===== src/word_dictionary_table_unit_macros.svh =====
// Assertion macros for the word dictionary table unit.
`ifndef WORD_DICTIONARY_TABLE_UNIT_MACROS_SVH
`define WORD_DICTIONARY_TABLE_UNIT_MACROS_SVH

// Same-cycle implication, checked outside reset.
`define WDT_ASSERT_NOW(label, clk, rstn, ante, cons, msg) \
    label: assert property (@(posedge clk) disable iff (!(rstn)) (ante) |-> (cons)) \
        else $error(msg);

// Next-cycle implication, checked outside reset.
`define WDT_ASSERT_NEXT(label, clk, rstn, ante, cons, msg) \
    label: assert property (@(posedge clk) disable iff (!(rstn)) (ante) |=> (cons)) \
        else $error(msg);

`endif


===== src/wdt_pkg.sv =====
// Package: sizes, command and status codes, control structs of the dictionary table.
`timescale 1ns / 1ps

package wdt_pkg;

    localparam int TABLE_DEPTH = 32;
    localparam int KEY_BITS    = 64;

    localparam int KEY_IN_W = 64;
    localparam int CMD_W    = 3;
    localparam int STATUS_W = 2;
    localparam int OUT_CNT_W = 6;

    localparam int IDX_W = (TABLE_DEPTH > 1) ? $clog2(TABLE_DEPTH) : 1;
    localparam int CNT_W = $clog2(TABLE_DEPTH + 1);

    // Command codes
    localparam logic [CMD_W-1:0] OP_CLEAR  = 3'd0;
    localparam logic [CMD_W-1:0] OP_INSERT = 3'd1;
    localparam logic [CMD_W-1:0] OP_DELETE = 3'd2;
    localparam logic [CMD_W-1:0] OP_LOOKUP = 3'd3;
    localparam logic [CMD_W-1:0] OP_UPDATE = 3'd4;

    // Status codes
    localparam logic [STATUS_W-1:0] ST_OK        = 2'd0;
    localparam logic [STATUS_W-1:0] ST_NOT_FOUND = 2'd1;
    localparam logic [STATUS_W-1:0] ST_DUPLICATE = 2'd2;
    localparam logic [STATUS_W-1:0] ST_FULL      = 2'd3;

    // Controller to datapath commands
    typedef struct packed {
        logic load_in;
        logic scan_step;
        logic set_result;
        logic wr_insert;
        logic wr_update;
        logic clr_count;
        logic rd_last;
        logic wr_move;
        logic load_out;
    } wdt_cmd_t;

    // Datapath to controller status
    typedef struct packed {
        logic [CMD_W-1:0] op;
        logic             found;
        logic             scan_done;
        logic             full;
        logic             out_free;
    } wdt_stat_t;

endpackage


===== src/wdt_ctrl.sv =====
// Controller state machine: sequences scan, table update and result hand-off.
`timescale 1ns / 1ps

module wdt_ctrl (
    input  logic              aclk,
    input  logic              aresetn,
    input  logic              s_valid,
    output logic              s_ready,
    input  wdt_pkg::wdt_stat_t stat,
    output wdt_pkg::wdt_cmd_t  cmd
);
    import wdt_pkg::*;

    localparam logic [2:0] S_IDLE = 3'd0;
    localparam logic [2:0] S_SCAN = 3'd1;
    localparam logic [2:0] S_ACT  = 3'd2;
    localparam logic [2:0] S_LAST = 3'd3;
    localparam logic [2:0] S_MOVE = 3'd4;
    localparam logic [2:0] S_DONE = 3'd5;

    logic [2:0] state_reg;
    logic [2:0] state_next;

    // Next state and command decode
    always_comb begin
        state_next = state_reg;
        cmd        = '0;
        s_ready    = 1'b0;
        case (state_reg)
            S_IDLE: begin
                s_ready = 1'b1;
                if (s_valid) begin
                    cmd.load_in = 1'b1;
                    state_next  = S_SCAN;
                end
            end
            S_SCAN: begin
                cmd.scan_step = 1'b1;
                if (stat.scan_done) begin
                    state_next = S_ACT;
                end
            end
            S_ACT: begin
                cmd.set_result = 1'b1;
                cmd.wr_insert  = (stat.op == OP_INSERT) && !stat.found && !stat.full;
                cmd.wr_update  = (stat.op == OP_UPDATE) && stat.found;
                cmd.clr_count  = (stat.op == OP_CLEAR);
                if ((stat.op == OP_DELETE) && stat.found) begin
                    state_next = S_LAST;
                end else begin
                    state_next = S_DONE;
                end
            end
            S_LAST: begin
                cmd.rd_last = 1'b1;
                state_next  = S_MOVE;
            end
            S_MOVE: begin
                cmd.wr_move = 1'b1;
                state_next  = S_DONE;
            end
            S_DONE: begin
                if (stat.out_free) begin
                    cmd.load_out = 1'b1;
                    state_next   = S_IDLE;
                end
            end
            default: begin
                state_next = S_IDLE;
            end
        endcase
    end

    // State register
    always_ff @(posedge aclk) begin
        if (!aresetn) begin
            state_reg <= S_IDLE;
        end else begin
            state_reg <= state_next;
        end
    end

endmodule


===== src/wdt_dpath.sv =====
// Datapath: key memory, word count, scan compare, result and output registers.
`timescale 1ns / 1ps

module wdt_dpath (
    input  logic                                aclk,
    input  logic                                aresetn,
    input  logic [wdt_pkg::CMD_W-1:0]           s_command,
    input  logic [wdt_pkg::KEY_IN_W-1:0]        s_key,
    input  logic [wdt_pkg::KEY_IN_W-1:0]        s_new_key,
    input  wdt_pkg::wdt_cmd_t                   cmd,
    output wdt_pkg::wdt_stat_t                  stat,
    output logic                                m_valid,
    input  logic                                m_ready,
    output logic                                m_success,
    output logic [wdt_pkg::STATUS_W-1:0]        m_status,
    output logic [wdt_pkg::OUT_CNT_W-1:0]       m_entry_count
);
    import wdt_pkg::*;

    // Key storage, one write and one registered read port
    logic [KEY_BITS-1:0] mem [TABLE_DEPTH];
    logic [KEY_BITS-1:0] rd_data_reg;

    // Transaction registers
    logic [CMD_W-1:0]    op_reg;
    logic [KEY_BITS-1:0] key_reg;
    logic [KEY_BITS-1:0] new_key_reg;

    // Scan state
    logic [CNT_W-1:0] idx_reg;
    logic [IDX_W-1:0] cmp_idx_reg;
    logic             cmp_vld_reg;
    logic             found_reg;
    logic [IDX_W-1:0] pos_reg;
    logic [CNT_W-1:0] count_reg;
    logic [CNT_W-1:0] count_next;

    // Result and output registers
    logic                res_success_reg;
    logic [STATUS_W-1:0] res_status_reg;
    logic                m_valid_reg;
    logic                m_success_reg;
    logic [STATUS_W-1:0] m_status_reg;
    logic [OUT_CNT_W-1:0] m_count_reg;

    logic [CNT_W-1:0]    last_cnt;
    logic [IDX_W-1:0]    rd_addr;
    logic                issue;
    logic                hit;
    logic                full;
    logic                mem_we;
    logic [IDX_W-1:0]    wr_addr;
    logic [KEY_BITS-1:0] wr_data;
    logic                res_success;
    logic [STATUS_W-1:0] res_status;

    assign last_cnt = count_reg - CNT_W'(1);
    assign rd_addr  = cmd.rd_last ? last_cnt[IDX_W-1:0] : idx_reg[IDX_W-1:0];
    assign issue    = cmd.scan_step && (idx_reg < count_reg) && !found_reg;
    assign hit      = cmp_vld_reg && (rd_data_reg == key_reg) && !found_reg;
    assign full     = (count_reg >= CNT_W'(TABLE_DEPTH));

    // Write port select
    always_comb begin
        mem_we  = cmd.wr_insert || cmd.wr_update || cmd.wr_move;
        wr_addr = pos_reg;
        wr_data = rd_data_reg;
        if (cmd.wr_insert) begin
            wr_addr = count_reg[IDX_W-1:0];
            wr_data = key_reg;
        end else if (cmd.wr_update) begin
            wr_data = new_key_reg;
        end
    end

    // Memory
    always_ff @(posedge aclk) begin
        if (mem_we) begin
            mem[wr_addr] <= wr_data;
        end
        rd_data_reg <= mem[rd_addr];
    end

    // Transaction capture and scan bookkeeping
    always_ff @(posedge aclk) begin
        if (cmd.load_in) begin
            op_reg      <= s_command;
            key_reg     <= s_key[KEY_BITS-1:0];
            new_key_reg <= s_new_key[KEY_BITS-1:0];
        end
        if (issue) begin
            cmp_idx_reg <= idx_reg[IDX_W-1:0];
        end
        if (hit) begin
            pos_reg <= cmp_idx_reg;
        end
    end

    always_ff @(posedge aclk) begin
        if (!aresetn) begin
            idx_reg     <= '0;
            cmp_vld_reg <= 1'b0;
            found_reg   <= 1'b0;
        end else if (cmd.load_in) begin
            idx_reg     <= '0;
            cmp_vld_reg <= 1'b0;
            found_reg   <= 1'b0;
        end else begin
            cmp_vld_reg <= issue;
            if (issue) begin
                idx_reg <= idx_reg + CNT_W'(1);
            end
            if (hit) begin
                found_reg <= 1'b1;
            end
        end
    end

    // Word count
    always_comb begin
        count_next = count_reg;
        if (cmd.clr_count) begin
            count_next = '0;
        end else if (cmd.wr_insert) begin
            count_next = count_reg + CNT_W'(1);
        end else if (cmd.wr_move) begin
            count_next = last_cnt;
        end
    end

    always_ff @(posedge aclk) begin
        if (!aresetn) begin
            count_reg <= '0;
        end else begin
            count_reg <= count_next;
        end
    end

    // Result decode from the finished scan
    always_comb begin
        res_success = 1'b0;
        res_status  = ST_NOT_FOUND;
        case (op_reg)
            OP_CLEAR: begin
                res_success = 1'b1;
                res_status  = ST_OK;
            end
            OP_INSERT: begin
                if (found_reg) begin
                    res_status = ST_DUPLICATE;
                end else if (full) begin
                    res_status = ST_FULL;
                end else begin
                    res_success = 1'b1;
                    res_status  = ST_OK;
                end
            end
            OP_DELETE, OP_LOOKUP, OP_UPDATE: begin
                if (found_reg) begin
                    res_success = 1'b1;
                    res_status  = ST_OK;
                end
            end
            default: begin
                res_success = 1'b0;
                res_status  = ST_NOT_FOUND;
            end
        endcase
    end

    always_ff @(posedge aclk) begin
        if (cmd.set_result) begin
            res_success_reg <= res_success;
            res_status_reg  <= res_status;
        end
        if (cmd.load_out) begin
            m_success_reg <= res_success_reg;
            m_status_reg  <= res_status_reg;
            m_count_reg   <= OUT_CNT_W'(count_reg);
        end
    end

    // Output valid
    always_ff @(posedge aclk) begin
        if (!aresetn) begin
            m_valid_reg <= 1'b0;
        end else if (cmd.load_out) begin
            m_valid_reg <= 1'b1;
        end else if (m_ready) begin
            m_valid_reg <= 1'b0;
        end
    end

    assign stat.op        = op_reg;
    assign stat.found     = found_reg;
    assign stat.scan_done = found_reg || (!cmp_vld_reg && (idx_reg >= count_reg));
    assign stat.full      = full;
    assign stat.out_free  = !m_valid_reg || m_ready;

    assign m_valid       = m_valid_reg;
    assign m_success     = m_success_reg;
    assign m_status      = m_status_reg;
    assign m_entry_count = m_count_reg;

endmodule


===== src/word_dictionary_table_unit.sv =====
// A transaction scans the stored keys, then acts on the table and loads the result.
// A delete that hits also passes through the S_LAST and S_MOVE states. The scan reads one stored key per cycle.
// One transaction at a time; the next is accepted the cycle after the result is loaded,
// so the block cannot take a new transaction before it is through with the last one.
// Reset (aresetn low, synchronous) empties the table and drops any pending result.
// Stored keys are not cleared; no entry at or above the word count is ever compared or moved.
`timescale 1ns / 1ps
`include "word_dictionary_table_unit_macros.svh"

module word_dictionary_table_unit (
    input  logic                          aclk,
    input  logic                          aresetn,
    input  logic                          s_valid,
    output logic                          s_ready,
    input  logic [wdt_pkg::CMD_W-1:0]     s_command,
    input  logic [wdt_pkg::KEY_IN_W-1:0]  s_key,
    input  logic [wdt_pkg::KEY_IN_W-1:0]  s_new_key,
    output logic                          m_valid,
    input  logic                          m_ready,
    output logic                          m_success,
    output logic [wdt_pkg::STATUS_W-1:0]  m_status,
    output logic [wdt_pkg::OUT_CNT_W-1:0] m_entry_count
);
    import wdt_pkg::*;

    wdt_cmd_t  cmd;
    wdt_stat_t stat;

    wdt_ctrl u_ctrl (
        .aclk    (aclk),
        .aresetn (aresetn),
        .s_valid (s_valid),
        .s_ready (s_ready),
        .stat    (stat),
        .cmd     (cmd)
    );

    wdt_dpath u_dpath (
        .aclk          (aclk),
        .aresetn       (aresetn),
        .s_command     (s_command),
        .s_key         (s_key),
        .s_new_key     (s_new_key),
        .cmd           (cmd),
        .stat          (stat),
        .m_valid       (m_valid),
        .m_ready       (m_ready),
        .m_success     (m_success),
        .m_status      (m_status),
        .m_entry_count (m_entry_count)
    );

    // Checks
    `WDT_ASSERT_NEXT(a_busy_after_accept, aclk, aresetn, s_valid && s_ready, !s_ready, "accepted a transaction while busy")
    `WDT_ASSERT_NOW(a_no_result_overwrite, aclk, aresetn, cmd.load_out, !m_valid || m_ready, "result overwritten before taken")
    `WDT_ASSERT_NOW(a_success_matches_ok, aclk, aresetn, m_valid, m_success == (m_status == ST_OK), "success and status disagree")
    `WDT_ASSERT_NOW(a_count_bound, aclk, aresetn, m_valid, m_entry_count <= OUT_CNT_W'(TABLE_DEPTH), "word count beyond table depth")

endmodule


===== config.mk =====
export PLATFORM = sky130hd
export DESIGN_NAME = word_dictionary_table_unit
export DESIGN_NICKNAME = d
export VERILOG_FILES = /design/src/wdt_pkg.sv /design/src/wdt_ctrl.sv /design/src/wdt_dpath.sv /design/src/word_dictionary_table_unit.sv
export VERILOG_INCLUDE_DIRS = /design/src /design/src/src
export SDC_FILE = /design/constraint.sdc
export NUM_CORES = 2
export LEC_CHECK = 0
export BUFFER_PORTS_ARGS = -buffer_cell sky130_fd_sc_hd__buf_2
export CORE_MARGIN = 2
export CORE_UTILIZATION = 50
export CTS_CLUSTER_SIZE = 8
export DETAILED_ROUTE_END_ITERATION = 8
export MAX_ROUTING_LAYER = met4
export PLACE_DENSITY = 0.66
export SYNTH_ARGS = -nofsm -noshare
export SYNTH_HDL_FRONTEND = slang
export SYNTH_SLANG_ARGS = --single-unit

===== constraint.sdc =====
create_clock -name aclk -period 8.7 [get_ports aclk]
set_clock_uncertainty 0.15 [all_clocks]
set_input_delay 0.435 -clock aclk [delete_from_list [all_inputs] [get_ports aclk]]
set_output_delay 0.435 -clock aclk [all_outputs]
set_load 0.01 [all_outputs]

**Word-level counts from Yosys, hierarchy flattened**

Memory sizes are Yosys's and may differ from the RTL's. A register that Yosys moved wholly into a read port is not among the register bits.
Index checks and enable logic that the tools add are counted.

- Register bits: 171
- Memory bits (writable): 2048
- Output and inout port bits: 11
- Word-level logic and storage cells: 94
- Memories: 1

- $add $sub $neg: 3
- $lt $le $gt $ge: 3
- Equal/unequal tests: 13
- Mux-type cells: 32
- Bitwise gates (word level): 1
- Reduce and logical (&&, ||, !) cells: 25

Memories:

| name | words | width | read ports | clocked after memory_dff | write ports | RTL line | text |
|---|---|---|---|---|---|---|---|
| u_dpath.mem | 32 | 64 | 1 | 1 | 1 | wdt_dpath.sv:21 | `logic [KEY_BITS-1:0] mem [TABLE_DEPTH];` |

Operators with widths:

| kind | number |
|---|---|
| $mux 64 | 2 |
| $eq 64x64->1 | 1 |
| $pmux 3 s6 | 1 |
| $mux 1 | 16 |
| $add 6x1->6 const B | 2 |
| $eq 3x2->1 const B | 4 |
| $mux 3 | 4 |
| $mux 6 | 2 |
| $mux 5 | 2 |
| $eq 3x3->1 const B | 3 |
| $logic_and 1x1->1 | 9 |
| $eq 3x1->1 const B | 2 |
| $ge 6x6->1 | 1 |
| $ge 6x6->1 const B | 1 |
| $logic_not 3->1 | 2 |
| $lt 6x6->1 | 1 |
| $ne 2x2->1 const B | 3 |
| $pmux 2 s3 | 1 |
| $sub 6x1->6 const B | 1 |
| $logic_not 1->1 | 4 |
| $logic_or 1x1->1 | 4 |
| $mux 2 | 2 |
| $mux 4 | 1 |
| $reduce_bool 2->1 | 2 |
| 5 further kinds | 6 |

**Depth between registers and ports, before layout**

- Depth after elaboration: 8
- Depth in mapped cells: 15
- Gate-level depth less buffers: 8

**Cells and area by module**

Synthesis repeated with hierarchy kept, for this count alone.

- Cell total of the unflattened synthesis: 6562
- Area, all modules: 92434.9 um^2

Modules (own cells, without submodules):

| module | instances | cells an instance | area each (um^2) |
|---|---|---|---|
| wdt_dpath | 1 | 6529 | 92155.9 |
| wdt_ctrl | 1 | 33 | 279.0 |

**Worst setup path after synthesis**

No wires, ideal clock.

- Kind: reg2reg
- Start point: register u_ctrl.state_reg[2]
- End point: memory u_dpath.mem[4][0] (enable)
- Library setup time: 486 ps
- Arrival time: 4418 ps
- Slack: 3646 ps
- Cell stages (with the launch flop): 8
- Buffers on the path: 1
- Clock period less this slack: 5054 ps
- Cells stage by stage: dfxtp_1 nor3b_2 nand4_1 clkbuf_1 o21ai_0 o21ai_0 or2_2 nor2_1

- Word-level cells in the longest chain between the ends: 6

RTL lines:

| item | RTL line | text |
|---|---|---|
| start, declared | wdt_ctrl.sv:21 | `logic [2:0] state_reg;` |
| start signal, assigned | wdt_ctrl.sv:79 | `state_reg <= state_next;` |
| $eq 3x2->1 | wdt_ctrl.sv:29 | `case (state_reg)` |
| $mux 4 | wdt_ctrl.sv:29 |  |
| $logic_or 1x1->1 (2 in series) | wdt_dpath.sv:65 | `mem_we = cmd.wr_insert \|\| cmd.wr_update \|\| cmd.wr_move;` |
| $mux 1 | wdt_dpath.sv:78 | `if (mem_we) begin` |
| $mux 1 (not written as such) | wdt_dpath.sv:79 | `mem[wr_addr] <= wr_data;` |
| end, declared | wdt_dpath.sv:21 |  |

Several ways; a longest one is shown, not always the timed one.

**Worst setup path after layout**

- Start point: register u_ctrl.state_reg[1]
- End point: memory u_dpath.mem[9][55] (enable)

The elaborated chain is that of the path after synthesis.

==> results.rst <==
.. list-table::
   :header-rows: 1

   * - Metric
     - Value
   * - Result of the run
     - finished clean
   * - Sequential area share after synthesis
     - 0.7544
   * - Maximum clock insertion buffer count
     - 4
   * - Multiplexer fraction of the synthesized cell area
     - 0.09813
   * - Async S/R FF share, synth
     - 0
   * - First-pass GRT wire length
     - 362.3 mm
   * - Maximum frequency from static timing analysis
     - 189.6 MHz
   * - First-iteration detailed-routing DRC count
     - 7001
   * - Via count of the first global-routing pass
     - 52071
   * - Post-Place Cell Area
     - 93690 sq um
   * - Global-route congestion overflow total
     - 0
   * - Non-filler instance count after layout
     - 8770
   * - Height of the chip
     - 427.8 um
   * - Worst setup path category
     - reg2reg
   * - Core footprint
     - 178400 sq um
   * - Proportion of layout cells with a drive suffix above 1
     - 0.1158
   * - Kind of start point of the critical path
     - register
   * - Distinct cell type count after synthesis
     - 67
   * - Worst-path fanout max
     - 43
   * - Count of port buffers added during placement
     - 145
   * - Cell chosen for the clock root
     - sky130_fd_sc_hd__clkbuf_16
   * - Worst-margin pin slew
     - 1339 ps
   * - Worst-case reg-to-reg path depth
     - 6
   * - Synth area leaders
     - sky130_fd_sc_hd__edfxtp_1, sky130_fd_sc_hd__mux2i_1, sky130_fd_sc_hd__nand2_1, sky130_fd_sc_hd__nand3_1, sky130_fd_sc_hd__a32oi_1
   * - Power density over the cells
     - 245.8 nW/um^2
   * - Arrival time reported for the critical path endpoint
     - 5650 ps
   * - Post-DR vias/cell
     - 6.100
   * - Biggest register
     - u_dpath.mem
   * - Commonest register cell after synthesis
     - sky130_fd_sc_hd__edfxtp_1
   * - Origin of the worst setup path
     - u_ctrl.state_reg[1]
   * - Synth top area share
     - 0.7361
   * - Largest register FFs
     - 2048
   * - Fraction of the mapped netlist area in compound gates
     - 0.03485
   * - Horizontal extent of the die
     - 427.8 um
   * - Clock tree from TritonCTS
     - done
   * - Crit path max-delay family
     - simple AND/OR/NAND/NOR gates
   * - PnR Total Power
     - 0.02568 W
   * - Synth Instances
     - 5786
   * - Area of all placed cells without fillers
     - 104500 sq um
   * - Total of endpoints with negative setup slack in the final report
     - 0
   * - Fin. max-slew vios
     - 0
   * - Highest cell delay on the worst timing path
     - 1050 ps
   * - Largest net degree at the start of global routing
     - 191
   * - CP bufs+invs
     - 1
   * - Initial core utilization
     - 0.5033
   * - Cell area after technology mapping
     - 89790 sq um
   * - Post-synthesis share of cell area spent on xor and xnor gates
     - 0.006034
   * - Slew margin rel.
     - 0.1072
   * - Startpoint of the lowest-slack register-to-register path
     - u_ctrl.state_reg[1]
   * - Max-cap violations
     - 0
   * - Hold Fails Final Rpt
     - 0
   * - Most frequent cells after synthesis
     - sky130_fd_sc_hd__edfxtp_1, sky130_fd_sc_hd__nand2_1, sky130_fd_sc_hd__mux2i_1
   * - Antenna violations before repair
     - 1
   * - Initial DRT Pass Iterations
     - 6
   * - Max VDD drop
     - 0.2054 mV
   * - DP Cell Count
     - 8081
   * - Type of destination of the critical path
     - register
   * - Total CTS buffers
     - 335
   * - Slowest-stage cell, CP
     - sky130_fd_sc_hd__nor2_4
   * - Area growth from synthesis to layout
     - 16.36%
   * - Synthesized area divided by synthesized cell count
     - 15.52 sq um
   * - Clock slew seen by the registers of the worst setup and hold paths
     - 50 ps
   * - Drt wl/cell
     - 29.04 um
   * - Sink count of the clock tree
     - 2283
   * - Remaining design rule violation count
     - 0
   * - RSZ-0062 raised after global routing
     - false
   * - Path category of the worst min-delay check
     - in2reg
   * - Antenna Nets Post-Route
     - 0
   * - Final wirelength
     - 254.7 mm
   * - Flops & latches, synth
     - 2283
   * - Total number of H-tree levels
     - 5
   * - Combinational family with the most area after synthesis
     - multiplexers
   * - Die Footprint
     - 183000 sq um
   * - Standard-cell row count
     - 155
   * - Largest area contributor in the synthesized netlist
     - sky130_fd_sc_hd__edfxtp_1
   * - Adder and majority cell fraction of the synthesized area
     - 0.001254
   * - # nets final
     - 6344
   * - Gates resized, CTS repair
     - 0
   * - Routability congestion estimate from global placement
     - 0.8321
   * - Crit path depth
     - 6
   * - DPL Wire Length
     - 126.5 mm
   * - Most numerous cell in the Yosys netlist
     - sky130_fd_sc_hd__edfxtp_1
   * - Endpoint required time on the critical path
     - 9070 ps
   * - Number of enable flip-flop cells after synthesis
     - 2201
   * - Register-to-register setup slack
     - 3430 ps
   * - Total global-route track usage
     - 0.2842
   * - Area fraction in and, or, nand and nor cells after synthesis
     - 0.08674
   * - Vias
     - 53501
   * - Reg2Reg Capture Point
     - u_dpath.mem[9][55]
   * - Cell leakage power
     - 34.18 nW
   * - Part of the cycle the worst path needs
     - 0.6063
   * - Final Critical Period
     - 5275 ps
   * - Last element of the critical path
     - u_dpath.mem[9][55]
   * - Setup TNS Final
     - 0 ps
   * - Net count after synthesis
     - 5930
   * - Warnings, synthesis
     - 0
   * - Clock latency on the worst-skew pair
     - 950 ps
   * - Number of primary I/O pins
     - 146
   * - Sequence of cells on the critical path
     - nor3b_2 > nand4_1 > o21ai_0 > nand2_1 > nor2_4 > buf_4
## stage by stage
step | util | hold WS, ps | worst slack (ps)
2_1_floorplan | - | 250.3 | 3646
3_3_place_gp | 0.5251 | 255.0 | 3631
3_5_place_dp | 0.5251 | 255.6 | 3520
4_1_cts | 0.5854 | 4.389 | 3509
5_1_grt | 0.5856 | 24.66 | 3211
6_report | 0.5856 | 49.78 | 3425
## kinds of logic (layout without fill, tap and decap cells)
| logic type | count (synthesis) | after routing |
|---|---|---|
| xor+xnor | 61 | 61 |
| buf+inv | 372 | 1000 |
| mux | 858 | 858 |
| simple gates | 1799 | 1799 |
| other cells | 0 | 1 |
| compound gates | 404 | 404 |
| flops | 2283 | 2283 |
| fa+ha+maj | 9 | 9 |
## placed cells by master, fill, tap and decap left out, types with 5 or more instances in the layout
cell type / count
sky130_fd_sc_hd__a21oi_1: 14
sky130_fd_sc_hd__a221oi_1: 5
sky130_fd_sc_hd__a31oi_1: 5
sky130_fd_sc_hd__a32oi_1: 248
sky130_fd_sc_hd__buf_12: 25
sky130_fd_sc_hd__buf_2: 145
sky130_fd_sc_hd__buf_4: 115
sky130_fd_sc_hd__clkbuf_1: 203
sky130_fd_sc_hd__clkbuf_16: 343
sky130_fd_sc_hd__dfxtp_1: 82
sky130_fd_sc_hd__dlygate4sd3_1: 136
sky130_fd_sc_hd__edfxtp_1: 2201
sky130_fd_sc_hd__ha_1: 9
sky130_fd_sc_hd__inv_1: 26
sky130_fd_sc_hd__mux2_2: 8
sky130_fd_sc_hd__mux2i_1: 833
sky130_fd_sc_hd__mux4_2: 16
sky130_fd_sc_hd__nand2_1: 1085
sky130_fd_sc_hd__nand2b_1: 6
sky130_fd_sc_hd__nand3_1: 507
sky130_fd_sc_hd__nand4_1: 79
sky130_fd_sc_hd__nor2_1: 31
sky130_fd_sc_hd__nor2_4: 36
sky130_fd_sc_hd__nor2b_1: 11
sky130_fd_sc_hd__nor3_1: 13
sky130_fd_sc_hd__nor3b_1: 5
sky130_fd_sc_hd__nor4_1: 5
sky130_fd_sc_hd__o21ai_0: 13
sky130_fd_sc_hd__o21ai_1: 36
sky130_fd_sc_hd__o21ai_2: 29
sky130_fd_sc_hd__o22ai_1: 13
sky130_fd_sc_hd__xnor2_1: 51
sky130_fd_sc_hd__xor2_1: 9
## per-layer routing
| metal | track usage | vias to the layer above | routed length, um |
|---|---|---|---|
| met5 | - | - | 0 |
| met3 | 0.04798 | 591 | 20980 |
| met1 | 0.3655 | 27161 | 98540 |
| met4 | 0.1541 | 0 | 14860 |
| li1 | - | 22987 | - |
| met2 | 0.4339 | 2762 | 120300 |
## power by group
group	total, W	switching (W)	internal, W
combinational	0.00143	0.00100	0.000425
sequential	0.0126	0.000164	0.0124
clock	0.0117	0.00444	0.00722
## cell type report
cell class	count	area, sq um
sequential	2283	67740
clock buffer	546	9345
tap	2355	2947
clock inverter	5	55.05
timing repair buffer	422	3466
fill	13217	73940
antenna	1	2.502
multi-input combinational	3131	20830
inverter	27	106.4
## what timing repair did
item,CTS,global route
hold endpoints to repair,149,0
hold buffers,136,0
endpoints found under the setup margin,0,0
buffers inserted,0,0
## worst min path at each step
stage	cells past startpoint	slack, ps	start	endpoint
floorplan	0	250	u_dpath.res_status_reg[0]	u_dpath.m_status[0]
global placement	0	250	u_dpath.cmp_idx_reg[3]	u_dpath.pos_reg[3]
detailed placement	0	260	u_dpath.cmp_idx_reg[4]	u_dpath.pos_reg[4]
CTS	2	4	s_key[38]	u_dpath.key_reg[38]
global route	2	20	s_new_key[13]	u_dpath.new_key_reg[13]
finish	2	50	s_new_key[40]	u_dpath.new_key_reg[40]
Note: power is estimated with default switching activity, not from simulation.
